## src/hw/rtl/dwsc_pkg.sv

```systemverilog
// Shared types, register indexes and screen stepping helpers for the
// display wake and swipe controller. No dependencies.
package dwsc_pkg;

    localparam int unsigned CFG_IDX_W  = 3;
    localparam int unsigned CFG_DATA_W = 32;

    typedef enum logic [CFG_IDX_W-1:0] {
        CFG_SCREEN_COUNT   = 3'd0,
        CFG_STANDBY_SCREEN = 3'd1,
        CFG_STANDBY_TMO    = 3'd2,
        CFG_MOTION_COOL    = 3'd3,
        CFG_GESTURE_MAX    = 3'd4,
        CFG_SWIPE_MIN_DX   = 3'd5,
        CFG_TAP_MAX_DX     = 3'd6
    } t_cfg_idx;

    typedef enum logic [1:0] {
        GEST_NONE  = 2'd0,
        GEST_TAP   = 2'd1,
        GEST_LEFT  = 2'd2,
        GEST_RIGHT = 2'd3
    } t_gesture;

    typedef struct packed {
        logic [3:0]  screen_count;
        logic [3:0]  standby_screen;
        logic [31:0] standby_timeout_ms;
        logic [15:0] motion_cooldown_ms;
        logic [15:0] gesture_max_ms;
        logic [11:0] swipe_min_dx;
        logic [11:0] tap_max_dx;
    } t_cfg;

    localparam t_cfg CFG_RESET = '{
        screen_count:       4'd3,
        standby_screen:     4'd3,
        standby_timeout_ms: 32'd60000,
        motion_cooldown_ms: 16'd2000,
        gesture_max_ms:     16'd1500,
        swipe_min_dx:       12'd40,
        tap_max_dx:         12'd20
    };

    typedef struct packed {
        logic [31:0] now_ms;
        logic        button_down;
        logic        touch_present;
        logic [11:0] touch_x;
        logic        motion;
        logic        force_redraw;
        logic        redraw_ack;
    } t_poll;

    typedef struct packed {
        logic [3:0]  screen_now;
        logic [3:0]  saved_screen;
        logic        standby_flag;
        logic [31:0] last_activity_ms;
        logic        motion_high;
        logic [31:0] last_motion_wake_ms;
        logic        button_held;
        logic        touching;
        logic [11:0] touch_first_x;
        logic [11:0] touch_latest_x;
        logic [31:0] touch_begin_ms;
        logic        redraw_pending;
    } t_state;

    localparam t_state STATE_RESET = '{
        screen_now:          4'd0,
        saved_screen:        4'd0,
        standby_flag:        1'b0,
        last_activity_ms:    32'd0,
        motion_high:         1'b0,
        last_motion_wake_ms: 32'd0,
        button_held:         1'b0,
        touching:            1'b0,
        touch_first_x:       12'd0,
        touch_latest_x:      12'd0,
        touch_begin_ms:      32'd0,
        redraw_pending:      1'b1
    };

    typedef struct packed {
        logic [3:0] screen;
        logic       in_standby;
        logic       redraw_needed;
        logic       motion_wake;
        t_gesture   gesture;
    } t_result;

    // a count of zero behaves as a single screen
    function automatic logic [3:0] eff_count(input logic [3:0] count);
        return (count == 4'd0) ? 4'd1 : count;
    endfunction

    function automatic logic [3:0] next_screen(input logic [3:0] s,
                                               input logic [3:0] count);
        logic [4:0] sum;
        sum = {1'b0, s} + 5'd1;
        return (sum >= {1'b0, eff_count(count)}) ? 4'd0 : sum[3:0];
    endfunction

    function automatic logic [3:0] prev_screen(input logic [3:0] s,
                                               input logic [3:0] count);
        return (s == 4'd0) ? (eff_count(count) - 4'd1) : (s - 4'd1);
    endfunction

endpackage

```

## src/hw/rtl/dwsc_cfg.sv

```systemverilog
// Configuration register bank of the display controller.
// Depends on dwsc_pkg for the register indexes and reset values.
module dwsc_cfg
    import dwsc_pkg::*;
(
    input  logic                  i_clk,
    input  logic                  i_rst_n,
    input  logic                  i_cfg_wr_en,
    input  logic [CFG_IDX_W-1:0]  i_cfg_addr,
    input  logic [CFG_DATA_W-1:0] i_cfg_wdata,
    output t_cfg                  o_cfg
);

    t_cfg r_cfg;
    t_cfg n_cfg;

    always_comb begin
        n_cfg = r_cfg;
        if (i_cfg_wr_en) begin
            case (t_cfg_idx'(i_cfg_addr))
                CFG_SCREEN_COUNT:   n_cfg.screen_count       = i_cfg_wdata[3:0];
                CFG_STANDBY_SCREEN: n_cfg.standby_screen     = i_cfg_wdata[3:0];
                CFG_STANDBY_TMO:    n_cfg.standby_timeout_ms = i_cfg_wdata[31:0];
                CFG_MOTION_COOL:    n_cfg.motion_cooldown_ms = i_cfg_wdata[15:0];
                CFG_GESTURE_MAX:    n_cfg.gesture_max_ms     = i_cfg_wdata[15:0];
                CFG_SWIPE_MIN_DX:   n_cfg.swipe_min_dx       = i_cfg_wdata[11:0];
                CFG_TAP_MAX_DX:     n_cfg.tap_max_dx         = i_cfg_wdata[11:0];
                default: ;  // unmapped index, write dropped
            endcase
        end
    end

    always_ff @(posedge i_clk) begin
        if (!i_rst_n) begin
            r_cfg <= CFG_RESET;
        end else begin
            r_cfg <= n_cfg;
        end
    end

    assign o_cfg = r_cfg;

endmodule

```

## src/hw/rtl/dwsc_step.sv

```systemverilog
// Next-state and result logic for one poll: button, touch, motion, timeout.
// Depends on dwsc_pkg for the state, poll, result types and screen helpers.
module dwsc_step
    import dwsc_pkg::*;
(
    input  t_cfg    i_cfg,
    input  t_state  i_state,
    input  t_poll   i_poll,
    output t_state  o_state,
    output t_result o_result
);

    logic               btn_press;
    logic               release_ev;
    logic               gest_in_time;
    logic signed [12:0] dx;
    logic signed [12:0] adx;
    logic signed [12:0] sw;
    logic               go_right;
    logic               go_left;
    logic               go_tap;
    logic               mot_rise;
    logic               mwake;
    logic               woke;
    logic               timeout;
    logic               redraw0;
    logic [31:0]        idle_ms;
    logic [31:0]        touch_ms;
    logic [31:0]        cool_ms;
    logic [3:0]         scr_base;
    logic [3:0]         scr_btn;
    logic [3:0]         scr_touch;
    t_gesture           gest;

    always_comb begin
        redraw0   = (i_state.redraw_pending & ~i_poll.redraw_ack) | i_poll.force_redraw;
        btn_press = i_poll.button_down & ~i_state.button_held;

        // touch release classification
        release_ev   = ~i_poll.touch_present & i_state.touching;
        touch_ms     = i_poll.now_ms - i_state.touch_begin_ms;
        gest_in_time = touch_ms < {16'd0, i_cfg.gesture_max_ms};
        dx  = $signed({1'b0, i_state.touch_latest_x}) - $signed({1'b0, i_state.touch_first_x});
        adx = dx[12] ? -dx : dx;
        sw  = $signed({1'b0, i_cfg.swipe_min_dx});
        go_right = release_ev & gest_in_time & (dx > sw);
        go_left  = release_ev & gest_in_time & ~(dx > sw) & (dx < -sw);
        go_tap   = release_ev & gest_in_time & ~(dx > sw) & ~(dx < -sw)
                 & (adx < $signed({1'b0, i_cfg.tap_max_dx}));
        if (go_right)     gest = GEST_RIGHT;
        else if (go_left) gest = GEST_LEFT;
        else if (go_tap)  gest = GEST_TAP;
        else              gest = GEST_NONE;

        // motion edge with cooldown
        mot_rise = i_poll.motion & ~i_state.motion_high;
        cool_ms  = i_poll.now_ms - i_state.last_motion_wake_ms;
        mwake    = mot_rise & (cool_ms >= {16'd0, i_cfg.motion_cooldown_ms});

        woke = btn_press | i_poll.touch_present | go_right | go_left | go_tap | mwake;

        // first wake of the poll restores the saved screen, moves apply after it
        scr_base  = (i_state.standby_flag & woke) ? i_state.saved_screen
                                                  : i_state.screen_now;
        scr_btn   = btn_press ? next_screen(scr_base, i_cfg.screen_count) : scr_base;
        if (go_right)
            scr_touch = prev_screen(scr_btn, i_cfg.screen_count);
        else if (go_left | go_tap)
            scr_touch = next_screen(scr_btn, i_cfg.screen_count);
        else
            scr_touch = scr_btn;

        // a wake in this poll resets the idle time to zero, so no timeout then
        idle_ms = i_poll.now_ms - i_state.last_activity_ms;
        timeout = ~i_state.standby_flag & ~woke & (idle_ms > i_cfg.standby_timeout_ms);

        o_state = i_state;
        o_state.button_held  = i_poll.button_down;
        o_state.motion_high  = i_poll.motion;
        o_state.touching     = i_poll.touch_present;
        if (i_poll.touch_present) begin
            o_state.touch_latest_x = i_poll.touch_x;
            if (!i_state.touching) begin
                o_state.touch_first_x  = i_poll.touch_x;
                o_state.touch_begin_ms = i_poll.now_ms;
            end
        end
        if (mwake) begin
            o_state.last_motion_wake_ms = i_poll.now_ms;
        end
        if (woke) begin
            o_state.last_activity_ms = i_poll.now_ms;
        end
        o_state.standby_flag   = (i_state.standby_flag & ~woke) | timeout;
        o_state.redraw_pending = redraw0 | (i_state.standby_flag & woke) | btn_press
                               | go_right | go_left | go_tap | timeout;
        if (timeout) begin
            o_state.saved_screen = scr_touch;
            o_state.screen_now   = i_cfg.standby_screen;
        end else begin
            o_state.screen_now   = scr_touch;
        end

        o_result.screen        = o_state.screen_now;
        o_result.in_standby    = o_state.standby_flag;
        o_result.redraw_needed = o_state.redraw_pending;
        o_result.motion_wake   = mwake;
        o_result.gesture       = gest;
    end

endmodule

```

## src/hw/rtl/display_wake_and_swipe_controller.sv

```systemverilog
// Display wake and swipe controller, top level.
// Throughput 1 request per cycle unless the result is stalled.
// Rate is set by the single state update per poll (step logic between input
// and result registers); a stalled result holds one request in the input register,
// after which o_ready drops until i_ready returns.
// Synchronous active-low reset: state and config to defaults, pipeline empty.
// Depends on dwsc_pkg, dwsc_cfg and dwsc_step.
module display_wake_and_swipe_controller
    import dwsc_pkg::*;
(
    input  logic                  i_clk,
    input  logic                  i_rst_n,
    input  logic                  i_cfg_wr_en,
    input  logic [CFG_IDX_W-1:0]  i_cfg_addr,
    input  logic [CFG_DATA_W-1:0] i_cfg_wdata,
    input  logic                  i_valid,
    output logic                  o_ready,
    input  logic [31:0]           i_now_ms,
    input  logic                  i_button_down,
    input  logic                  i_touch_present,
    input  logic [11:0]           i_touch_x,
    input  logic                  i_motion,
    input  logic                  i_force_redraw,
    input  logic                  i_redraw_ack,
    output logic                  o_valid,
    input  logic                  i_ready,
    output logic [3:0]            o_screen,
    output logic                  o_in_standby,
    output logic                  o_redraw_needed,
    output logic                  o_motion_wake,
    output logic [1:0]            o_gesture
);

    t_cfg    cfg;
    t_poll   r_poll;
    logic    r_in_valid;
    t_state  r_state;
    t_state  n_state;
    t_result r_res;
    t_result n_res;
    logic    r_out_valid;
    logic    advance;
    logic    in_take;

    dwsc_cfg u_cfg (
        .i_clk       (i_clk),
        .i_rst_n     (i_rst_n),
        .i_cfg_wr_en (i_cfg_wr_en),
        .i_cfg_addr  (i_cfg_addr),
        .i_cfg_wdata (i_cfg_wdata),
        .o_cfg       (cfg)
    );

    dwsc_step u_step (
        .i_cfg    (cfg),
        .i_state  (r_state),
        .i_poll   (r_poll),
        .o_state  (n_state),
        .o_result (n_res)
    );

    assign advance = r_in_valid & (~r_out_valid | i_ready);
    assign o_ready = ~r_in_valid | advance;
    assign in_take = i_valid & o_ready;

    always_ff @(posedge i_clk) begin
        if (!i_rst_n) begin
            r_in_valid  <= 1'b0;
            r_out_valid <= 1'b0;
            r_state     <= STATE_RESET;
        end else begin
            if (in_take) begin
                r_in_valid <= 1'b1;
            end else if (advance) begin
                r_in_valid <= 1'b0;
            end
            if (advance) begin
                r_out_valid <= 1'b1;
                r_state     <= n_state;
            end else if (i_ready) begin
                r_out_valid <= 1'b0;
            end
        end
    end

    // payload registers
    always_ff @(posedge i_clk) begin
        if (in_take) begin
            r_poll.now_ms        <= i_now_ms;
            r_poll.button_down   <= i_button_down;
            r_poll.touch_present <= i_touch_present;
            r_poll.touch_x       <= i_touch_x;
            r_poll.motion        <= i_motion;
            r_poll.force_redraw  <= i_force_redraw;
            r_poll.redraw_ack    <= i_redraw_ack;
        end
        if (advance) begin
            r_res <= n_res;
        end
    end

    assign o_valid         = r_out_valid;
    assign o_screen        = r_res.screen;
    assign o_in_standby    = r_res.in_standby;
    assign o_redraw_needed = r_res.redraw_needed;
    assign o_motion_wake   = r_res.motion_wake;
    assign o_gesture       = r_res.gesture;

endmodule

```

## config.mk

```make
export PLATFORM = sky130hd
export DESIGN_NAME = display_wake_and_swipe_controller
export DESIGN_NICKNAME = d
export VERILOG_FILES = /design/src/hw/rtl/dwsc_pkg.sv /design/src/hw/rtl/dwsc_cfg.sv /design/src/hw/rtl/dwsc_step.sv /design/src/hw/rtl/display_wake_and_swipe_controller.sv
export SDC_FILE = /design/constraint.sdc
export NUM_CORES = 1
export LEC_CHECK = 0
export BUFFER_PORTS_ARGS = -buffer_cell sky130_fd_sc_hd__buf_2
export CORE_ASPECT_RATIO = 0.75
export CORE_MARGIN = 5
export CORE_UTILIZATION = 57
export DETAILED_ROUTE_END_ITERATION = 16
export HOLD_SLACK_MARGIN = 0.12
export PLACE_DENSITY = 0.78
export RECOVER_POWER = 100
export SLEW_MARGIN = 20
export SYNTH_ARGS = -nofsm -noshare
export SYNTH_HDL_FRONTEND = slang
export SYNTH_SLANG_ARGS = --single-unit
```

## constraint.sdc

```tcl
create_clock -name i_clk -period 8.54 [get_ports i_clk]
set_input_delay 0 -clock i_clk [delete_from_list [all_inputs] [get_ports i_clk]]
set_output_delay 0 -clock i_clk [all_outputs]
set_load 0.01 [all_outputs]
```

==> Yosys cells after proc, flatten, opt, wreduce, memory -nomap -nowiden <==
Cells that the tools add are included.
{ "classes": {"n_bitwise": 44, "n_mux": 16, "eq_ne": 6, "n_addsub": 10, "n_lt_le_gt_ge": 8, "reduce_logical": 18} }
{ "ops": {"columns": ["op", "count"], "rows": [
  ["$sub A32 B32 Y32", 3],
  ["$mux W4", 9],
  ["$ge A32 B16 Y1", 1],
  ["$gt A32 B32 Y1", 1],
  ["$lt A32 B16 Y1", 1],
  ["$lt A13 B13 Y1", 2],
  ["$reduce_and A2 Y1", 11],
  ["$and A1 B1 Y1", 17],
  ["$or A1 B1 Y1", 16],
  ["$gt A13 B13 Y1", 1],
  ["$mux W13", 1],
  ["$neg A12 Y13", 1],
  ["$neg A13 Y13", 1],
  ["$sub A12 B12 Y13", 1],
  ["$not A1 Y1", 11],
  ["$add A4 B1 Y5 const B", 2],
  ["$ge A5 B4 Y1", 2],
  ["$eq A3 B3 Y1 const B", 3],
  ["$logic_not A4 Y1", 2],
  ["$sub A4 B1 Y4 const B", 2],
  ["$eq A3 B2 Y1 const B", 2],
  ["$mux W1", 6],
  ["$reduce_bool A2 Y1", 2],
  ["$eq A3 B1 Y1 const B", 1],
  ["3 further kinds", 3]
]} }
{ "word_totals": {"regBits": 289, "input_bits": 89, "out_inout_bits": 11, "elab_cells": 136} }

==> Depth between registers and ports, before layout <==
Gate-level depths: netlist of run 1.
{ "logic_depth": {"ltp_word": 20, "depth_mapped": 43, "mapped_depth_nobuf": 42} }

==> By module <==
From an unflattened synthesis of run 1, not the netlist that was laid out.
{ "hier_totals": {"hier_cells": 2732, "area_unflattened_um2": 22425.3} }
{ "by_module_without_submodules": {"columns": ["mod", "area_per_inst_um2", "seq_area_each_um2", "instances", "cells_per_inst"], "rows": [
  ["dwsc_step", 11479.8, 0.0, 1, 1713],
  ["display_wake_and_swipe_controller", 7120.6, 4444.3, 1, 645],
  ["dwsc_cfg", 3824.9, 1921.8, 1, 374]
]} }

==> Least setup slack after synthesis of run 1 <==
Ideal clock, no wire load.
{ "synth_timing": {"path_kind": "reg2reg", "start": "register r_state[33] (netlist bit)", "end": "register r_res (netlist bit o_screen[3]), data pin", "path_stages_with_launch": 43, "setup_slack_ns": -0.108, "arrival_ns": 8.507, "synth_period_minus_slack_ns": 8.648, "path_cell_list": "dfxtp_1 inv_1 ha_1 fa_1 nor2b_1 o21a_1 nor2_1 xnor2_1 or2_2 or2_2 nor3_1 and2_1 nor2_1 xnor2_1 ha_1 o21ai_0 nand2b_1 a21oi_1 [... 7 more ...] ha_1 clkbuf_1 xnor2_1 ha_1 a21o_1 a211oi_1 o211a_1 nor2_1 a21oi_4 ha_1 ha_1 a21o_1 a21o_1 a2111oi_1 nor3b_1 a31oi_1 and3_4 a21oi_2"} }
{ "synth_lines": {"columns": ["item", "line", "source"], "rows": [
  ["start, declared", "display_wake_and_swipe_controller.sv:37", "t_state r_state;"],
  ["start signal, assigned", "display_wake_and_swipe_controller.sv:79", "r_state <= n_state;"],
  ["end signal, assigned", "display_wake_and_swipe_controller.sv:98", "r_res <= n_res;"],
  ["end, declared", "display_wake_and_swipe_controller.sv:39", "t_result r_res;"]
]} }

==> reports/results.ini, run 1 <==
[power_and_ir_drop]
pwr-share-seq_pct=35.8
leakage_nw=9.59
internal-power_mw=2.86
peakVddDrop_mv=0.175
clkPwrFrac_pct=34.6
p_sw_share_pct=31.2
power_mw=4.15
p_comb_share_pct=29.5
power_density_nw_per_um2=175
power.switching_mw=1.29

[logic_synthesis]
synth_ff_type=dfxtp_1
synth_edf_count=58
synth_nets=2682
yosysWarnings=0
synth_common_cells=nand2_1, inv_1, dfxtp_1
synth_fa_ha_area_share_pct=14.1
synth_compound_area_share_pct=20.3
synth_most_common_cell=nand2_1
seq_area_frac_synth_pct=32.1
synth_async_sr_flop_share_pct=0
syn_area_per_cell_um2=8.37
synth_top_family_by_area=compound AO/OA/AOI/OAI gates
synth_cells=2372
synth.top_cell.area_share_pct=23.3
synth_top_area_cell=dfxtp_1
synth_mux_area_share_pct=4.43
synth_simple_gate_area_share_pct=18.6
syn-cell-area_um2=19800
yosysUniqueCellTypes=94
synth-xor-area-share_pct=4.55
yosys-top-cells-area=dfxtp_1, ha_1, edfxtp_1, nand2_1, a21boi_0
ys_ff_latch=289

[floorplanning]
initial_core_util_pct=57.4
num_rows=59
die_x_um=225
core_um2=34500
io_pins=100
die_h_um=172
die_area_um2=38700

[sta]
period_share_pct=97.4
tightestPinTransition_ns=4.84
post-route-min-period_ns=8.32
slew_violations=238
rsz0062_at_grt=true
clock_skew_ns=0.0338
relSlewSlack_pct=-223
final-setup-viol-count=0
hold_viol_final=0
max_freq_mhz=120

[layout]
drive_above_1_share_pct=11.2
final_area_um2=23700
syn2layout_area_growth_pct=19.5
regArea_um2=6370
multi_input_area_um2=12600
nFillCells=2770
nNetsFinal=2924
fin_cells=3096

[critical_path]
slowest_delay_ns=0.38
crit_end=o_screen[3]$_DFFE_PP_
startpoint=r_state[33]$_SDFFE_PN0P_
worst_path_max_delay_cell=or3_4
r2r_setup_slack_ns=0.22
cp-end-kind=register
cp_max_fo=6
crit_type=reg -> reg
crit_required_ns=8.96
reg2reg_depth=41
r2r-end=o_screen[3]$_DFFE_PP_
timing.rr.start=r_state[33]$_SDFFE_PN0P_
crit_path_start_kind=register
crit_arrival_ns=8.74

[placement]
gp_congestion=0.937
placed_area_um2=21000
hpwlAfterDp_mm=39.8
numPortBuffers=99
dp_cells=2904

[detailed_routing]
avgViaCountPerCell=5.75
wire_per_inst_um=17.7
vias=17812
drc=0
drt-total-wl_mm=54.9
dr.pass1.iters=5
drt_iter0_markers=1359
drtAntennaViolNets=0

[run_status]
status=complete, but fails checks
violations=max-capacitance violations, max-slew violations

[cts]
cts_buffers=30
tritoncts=done
htree_num_levels=1
cts.sinks=289
root_buffer=clkbuf_16
path_clk_slew_ns=0.07
clock_latency_ns=0.59
cts.path.max_buffers=3

[global_route]
grt_pass1_wl_mm=87.7
antenna_found_initial=1
overflow=0
gr-usage-all-layers_pct=27.6
grt_pass1_vias=17072
grt_max_degree=130

[flow_run]
cap_violations=4

[worst_hold_path]
hp-class=in -> reg

-- power by group through the flow --
| stage | logic (mW) | clock network [mW] | registers, mW |
|---|---|---|---|
| final | 1.23 | 1.44 | 1.49 |
| after global routing | 1.36 | 1.53 | 1.49 |
| after CTS | 1.16 | 1.46 | 1.49 |
| after detailed placement | 1.10 | 0 | 1.52 |
| after global placement | 1.06 | 0 | 1.51 |
| after floorplan | 0.795 | 0 | 1.51 |
-- registers in the layout (all words and copies together), names as in the netlist --
register and cells:
o_screen 4, r_in_valid 1, r_poll 49, u_cfg.o_cfg 96, o_motion_wake 1, o_gesture 2, o_redraw_needed 1, o_valid 1
r_state 133, o_in_standby 1
-- routing by layer --
metal	global-route usage (%)	up-vias	wire length, µm
met3	3.86	104	3180
met2	44.7	537	24500
li1	-	8754	-
met4	7.92	0	1590
met5	0	-	0
met1	38.9	8417	25600
-- metrics by stage --
| step | TNS [ns] | setup WS [ns] | hold slack [ns] | util [%] |
|---|---|---|---|---|
| final | 0 | 0.221 | 0.134 | 68.7 |
| after global placement | 0 | 0.0543 | 0.176 | 60.9 |
| after detailed placement | -1.32 | -0.247 | 0.178 | 60.9 |
| after floorplan | 0 | 0.0810 | 0.0989 | - |
| after global routing | -0.808 | -0.128 | 0.124 | 68.7 |
| after CTS | 0 | 0.0545 | 0.121 | 67.7 |
-- cells by family (layout without fill, tap and decap cells) --
| family | after synthesis | in the layout |
|---|---|---|
| multiplexers | 87 | 87 |
| XOR/XNOR | 103 | 103 |
| flip-flops | 289 | 289 |
| other | 0 | 1 |
| buffers and inverters | 312 | 578 |
| AND/OR/NAND/NOR | 778 | 778 |
| adder cells (fa/ha/maj) | 221 | 221 |
| AO/OA/AOI/OAI | 582 | 582 |
-- worst max-delay path, delay by kind of cell (launching register included) --
kind                       cells  cell delay, ns
xor gates and xnor gates       3            0.38
DFF                            1            0.33
adders and majority gates      6            1.66
buffers and inverters          2            0.25
and+or+nand+nor               14            2.47
muxes                          2            0.51
AOI/OAI and AO/OA             14            2.52
-- cells in the final DEF, fill, tap and decap left out, drive strengths merged, types with 7 or more instances in the layout --
cell,n
nand2,355
inv,235
dfxtp,231
ha,217
buf,149
a21oi,132
a21boi,131
dlygate4sd3,115
nor2b,100
nor2,98
o21ai,88
mux2i,83
clkbuf,70
xnor2,66
edfxtp,58
o211ai,47
nand3,43
nand2b,42
xor2,37
nor3,37
a21o,36
o21a,23
nand4,21
a211oi,17
a31oi,16
and3,14
and2,13
or2,12
o2111ai,12
or3,11
o31ai,11
nor4,11
o21bai,7
clkinv,7
-- worst min path at each step --
stage	slack, ns	cells past startpoint	from	end
after global routing	0.12	2	i_now_ms[19]	r_poll[36]$_DFFE_PP_
after detailed placement	0.18	1	i_now_ms[19]	r_poll[36]$_DFFE_PP_
after global placement	0.18	1	i_now_ms[4]	r_poll[21]$_DFFE_PP_
final	0.13	2	i_now_ms[6]	r_poll[23]$_DFFE_PP_
after floorplan	0.1	0	i_redraw_ack	r_poll[0]$_DFFE_PP_
after CTS	0.12	2	i_now_ms[10]	r_poll[27]$_DFFE_PP_
-- cell type report --
class / instances / share of cell area [%]
Antenna cell: 1 / 0.0105
Clock inverter: 9 / 0.464
Timing Repair Buffer: 287 / 9.14
Tap cell: 457 / 2.41
Clock buffer: 47 / 4.18
Inverter: 235 / 3.72
Sequential cell: 289 / 26.8
Multi-Input combinational cell: 1771 / 53.2
-- timing repair --
action / in CTS / in global routing
setup buffers: 5 / 14
setup endpoints to repair: 12 / 12
resized for setup: 10 / 55
endpoints found under the hold margin: 164 / 0
hold buffers: 115 / 0
pin swaps: 11 / 53
Note: power is estimated with default switching activity, not from simulation.
==> run 2: changes to the inputs <==
--- a/config.mk
+++ b/config.mk
@@ -11,8 +11,10 @@
 export CORE_UTILIZATION = 57
 export DETAILED_ROUTE_END_ITERATION = 16
 export HOLD_SLACK_MARGIN = 0.12
+export MAX_ROUTING_LAYER = met4
 export PLACE_DENSITY = 0.78
 export RECOVER_POWER = 100
+export SETUP_SLACK_MARGIN = 0.02
 export SLEW_MARGIN = 20
 export SYNTH_ARGS = -nofsm -noshare
 export SYNTH_HDL_FRONTEND = slang
==> run 2 against run 1 <==
The run still ends with max-capacitance violations, max-slew violations left; first-iteration DRC count shrank 4.6%; worst setup slack lost 0.051 ns; utilization shrank 0.47 points; clock power shrank 8%; sequential power is essentially flat; non-clock buffer count is the same; sequential share of layout area grew 0.19 points; global-route usage grew 0.85 points; via count is essentially flat; register-to-register slack lost 0.05 ns.
==> reports/results.ini, run 2 (synthesis gave the netlist of run 1 again) <==
[sta]
slew_violations=358
final-setup-viol-count=0
post-route-min-period_ns=8.37
rsz0062_at_grt=true
fin_setup_tns_ns=0
clock_skew_ns=0.0180
fin_hold_ws_ns=0.146
relSlewSlack_pct=-215
hold_viol_final=0
tightestPinTransition_ns=4.72
period_share_pct=98.0
max_freq_mhz=119

[layout]
nFillCells=2737
syn2layout_area_growth_pct=18.7
layout_commonest_cell=nand2_1
multi_input_area_um2=12600
regArea_um2=6370
fin_util_pct=68.2
drive_above_1_share_pct=10.8
final_area_um2=23600
nNetsFinal=2923
final_cell_mix=nand2_1, inv_1, dfxtp_1
regMostFlops=r_state
fin_cells=3095
largest_reg_flops=133

[floorplanning]
die_h_um=172
initial_core_util_pct=57.4
io_pins=100
die_area_um2=38700
num_rows=59
die_x_um=225
core_um2=34500

[power_and_ir_drop]
p_comb_share_pct=30.6
internal-power_mw=2.75
clkPwrFrac_pct=32.6
leakage_nw=9.56
p_sw_share_pct=31.9
power_density_nw_per_um2=172
peakVddDrop_mv=0.187
power.switching_mw=1.29
pwr-share-seq_pct=36.8

[global_route]
grt_pass1_vias=17335
grt_pass1_wl_mm=88.1
gr-usage-all-layers_pct=28.4
grt_max_degree=127
overflow=0
antenna_found_initial=2

[cts]
cts.sinks=289
cts_buffers=29
cts.path.max_buffers=3
htree_num_levels=1
clock_latency_ns=0.58
root_buffer=clkbuf_16
tritoncts=done
path_clk_slew_ns=0.06

[critical_path]
cp_max_fo=5
slowest_delay_ns=0.44
worst_path_max_delay_cell=edfxtp_1
crit_arrival_ns=8.87
crit_required_ns=9.05
cp-end-kind=register
crit_path_start_kind=register
crit_type=reg -> reg
crit_top_cell=a21o_1

[run_status]
status=complete, but fails checks
violations=max-capacitance violations, max-slew violations

[placement]
hpwlAfterDp_mm=39.3
gp_congestion=0.947
placed_area_um2=21100
dp_cells=2906
numPortBuffers=99

[detailed_routing]
vias=17829
dr.pass1.iters=5
drtAntennaViolNets=0
wire_per_inst_um=17.7
drc=0
avgViaCountPerCell=5.76
drt_iter0_markers=1297
drt-total-wl_mm=54.9

[flow_run]
cap_violations=5

[worst_hold_path]
hp-class=in -> reg

[run 2: changes by cell type in the layout (fill, tap and decap cells not counted), sizes merged]
| cell | before | now |
|---|---|---|
| diode | 1 | 2 |
| inv | 235 | 237 |
| clkbuf | 70 | 63 |
| clkinv | 7 | 11 |
| buf | 149 | 148 |
[run 2: per-stage QoR]
stage               power [mW]  setup slack [ns]
global route              4.26            -0.167
detailed placement        2.62            -0.289
finish                    4.04             0.170
floorplan                 2.30            0.0810
global placement          2.58           -0.0252
CTS                       4.00            0.0439
[run 2: worst max-delay path: cells and delay by family (launching register included)]
family,cells,cell delay (ns)
AOI/OAI and AO/OA,18,3.39
and+or+nand+nor,6,1.45
adders and majority gates,5,1.32
muxes,3,0.71
buffers and inverters,4,0.66
DFF,1,0.44
xor gates and xnor gates,2,0.30
[run 2: metal layers]
layer,vias up,routed length (µm),track usage (%)
met3,94,2880,3.57
li1,8751,-,-
met2,513,24700,45.1
met1,8471,25800,38.7
met4,0,1460,7.94
met5,-,0,-
[run 2: worst paths after layout]
kind | startpoint | end | slack (ns) | depth (start not counted)
max | r_poll[21]$_DFFE_PP_ | r_state[130]$_SDFFE_PN0P_ | 0.17 | 38
min reg2reg | r_state[15]$_SDFFE_PN0P_ | r_state[15]$_SDFFE_PN0P_ | 0.47 | 2
min | i_now_ms[21] | r_poll[38]$_DFFE_PP_ | 0.15 | 2
max reg2reg | r_poll[21]$_DFFE_PP_ | r_state[130]$_SDFFE_PN0P_ | 0.17 | 38
[run 2: final cells by class]
cell class                      count  area share (%)
Antenna cell                        2          0.0212
Clock buffer                       39            3.59
Clock inverter                     15           0.542
Inverter                          235            3.74
Multi-Input combinational cell   1771            53.5
Sequential cell                   289            27.0
Tap cell                          457            2.43
Timing Repair Buffer              287            9.12
[run 2: what timing repair did]
| item | 4_1_cts | 5_1_grt |
|---|---|---|
| hold buffers | 115 | 0 |
| buffers inserted | 3 | 15 |
| endpoints found under the hold margin | 148 | 0 |
| resized for setup | 21 | 37 |
| endpoints found under the setup margin | 12 | 12 |
| pin swaps | 14 | 42 |
| gates cloned | 0 | 0 |
[run 2: power by group through the flow]
stage          combinational (mW)  clock, mW  sequential (mW)
2_1_floorplan               0.795          0             1.51
3_3_place_gp                 1.07          0             1.51
3_5_place_dp                 1.10          0             1.51
4_1_cts                      1.18       1.34             1.48
5_1_grt                      1.37       1.40             1.49
6_report                     1.24       1.32             1.49
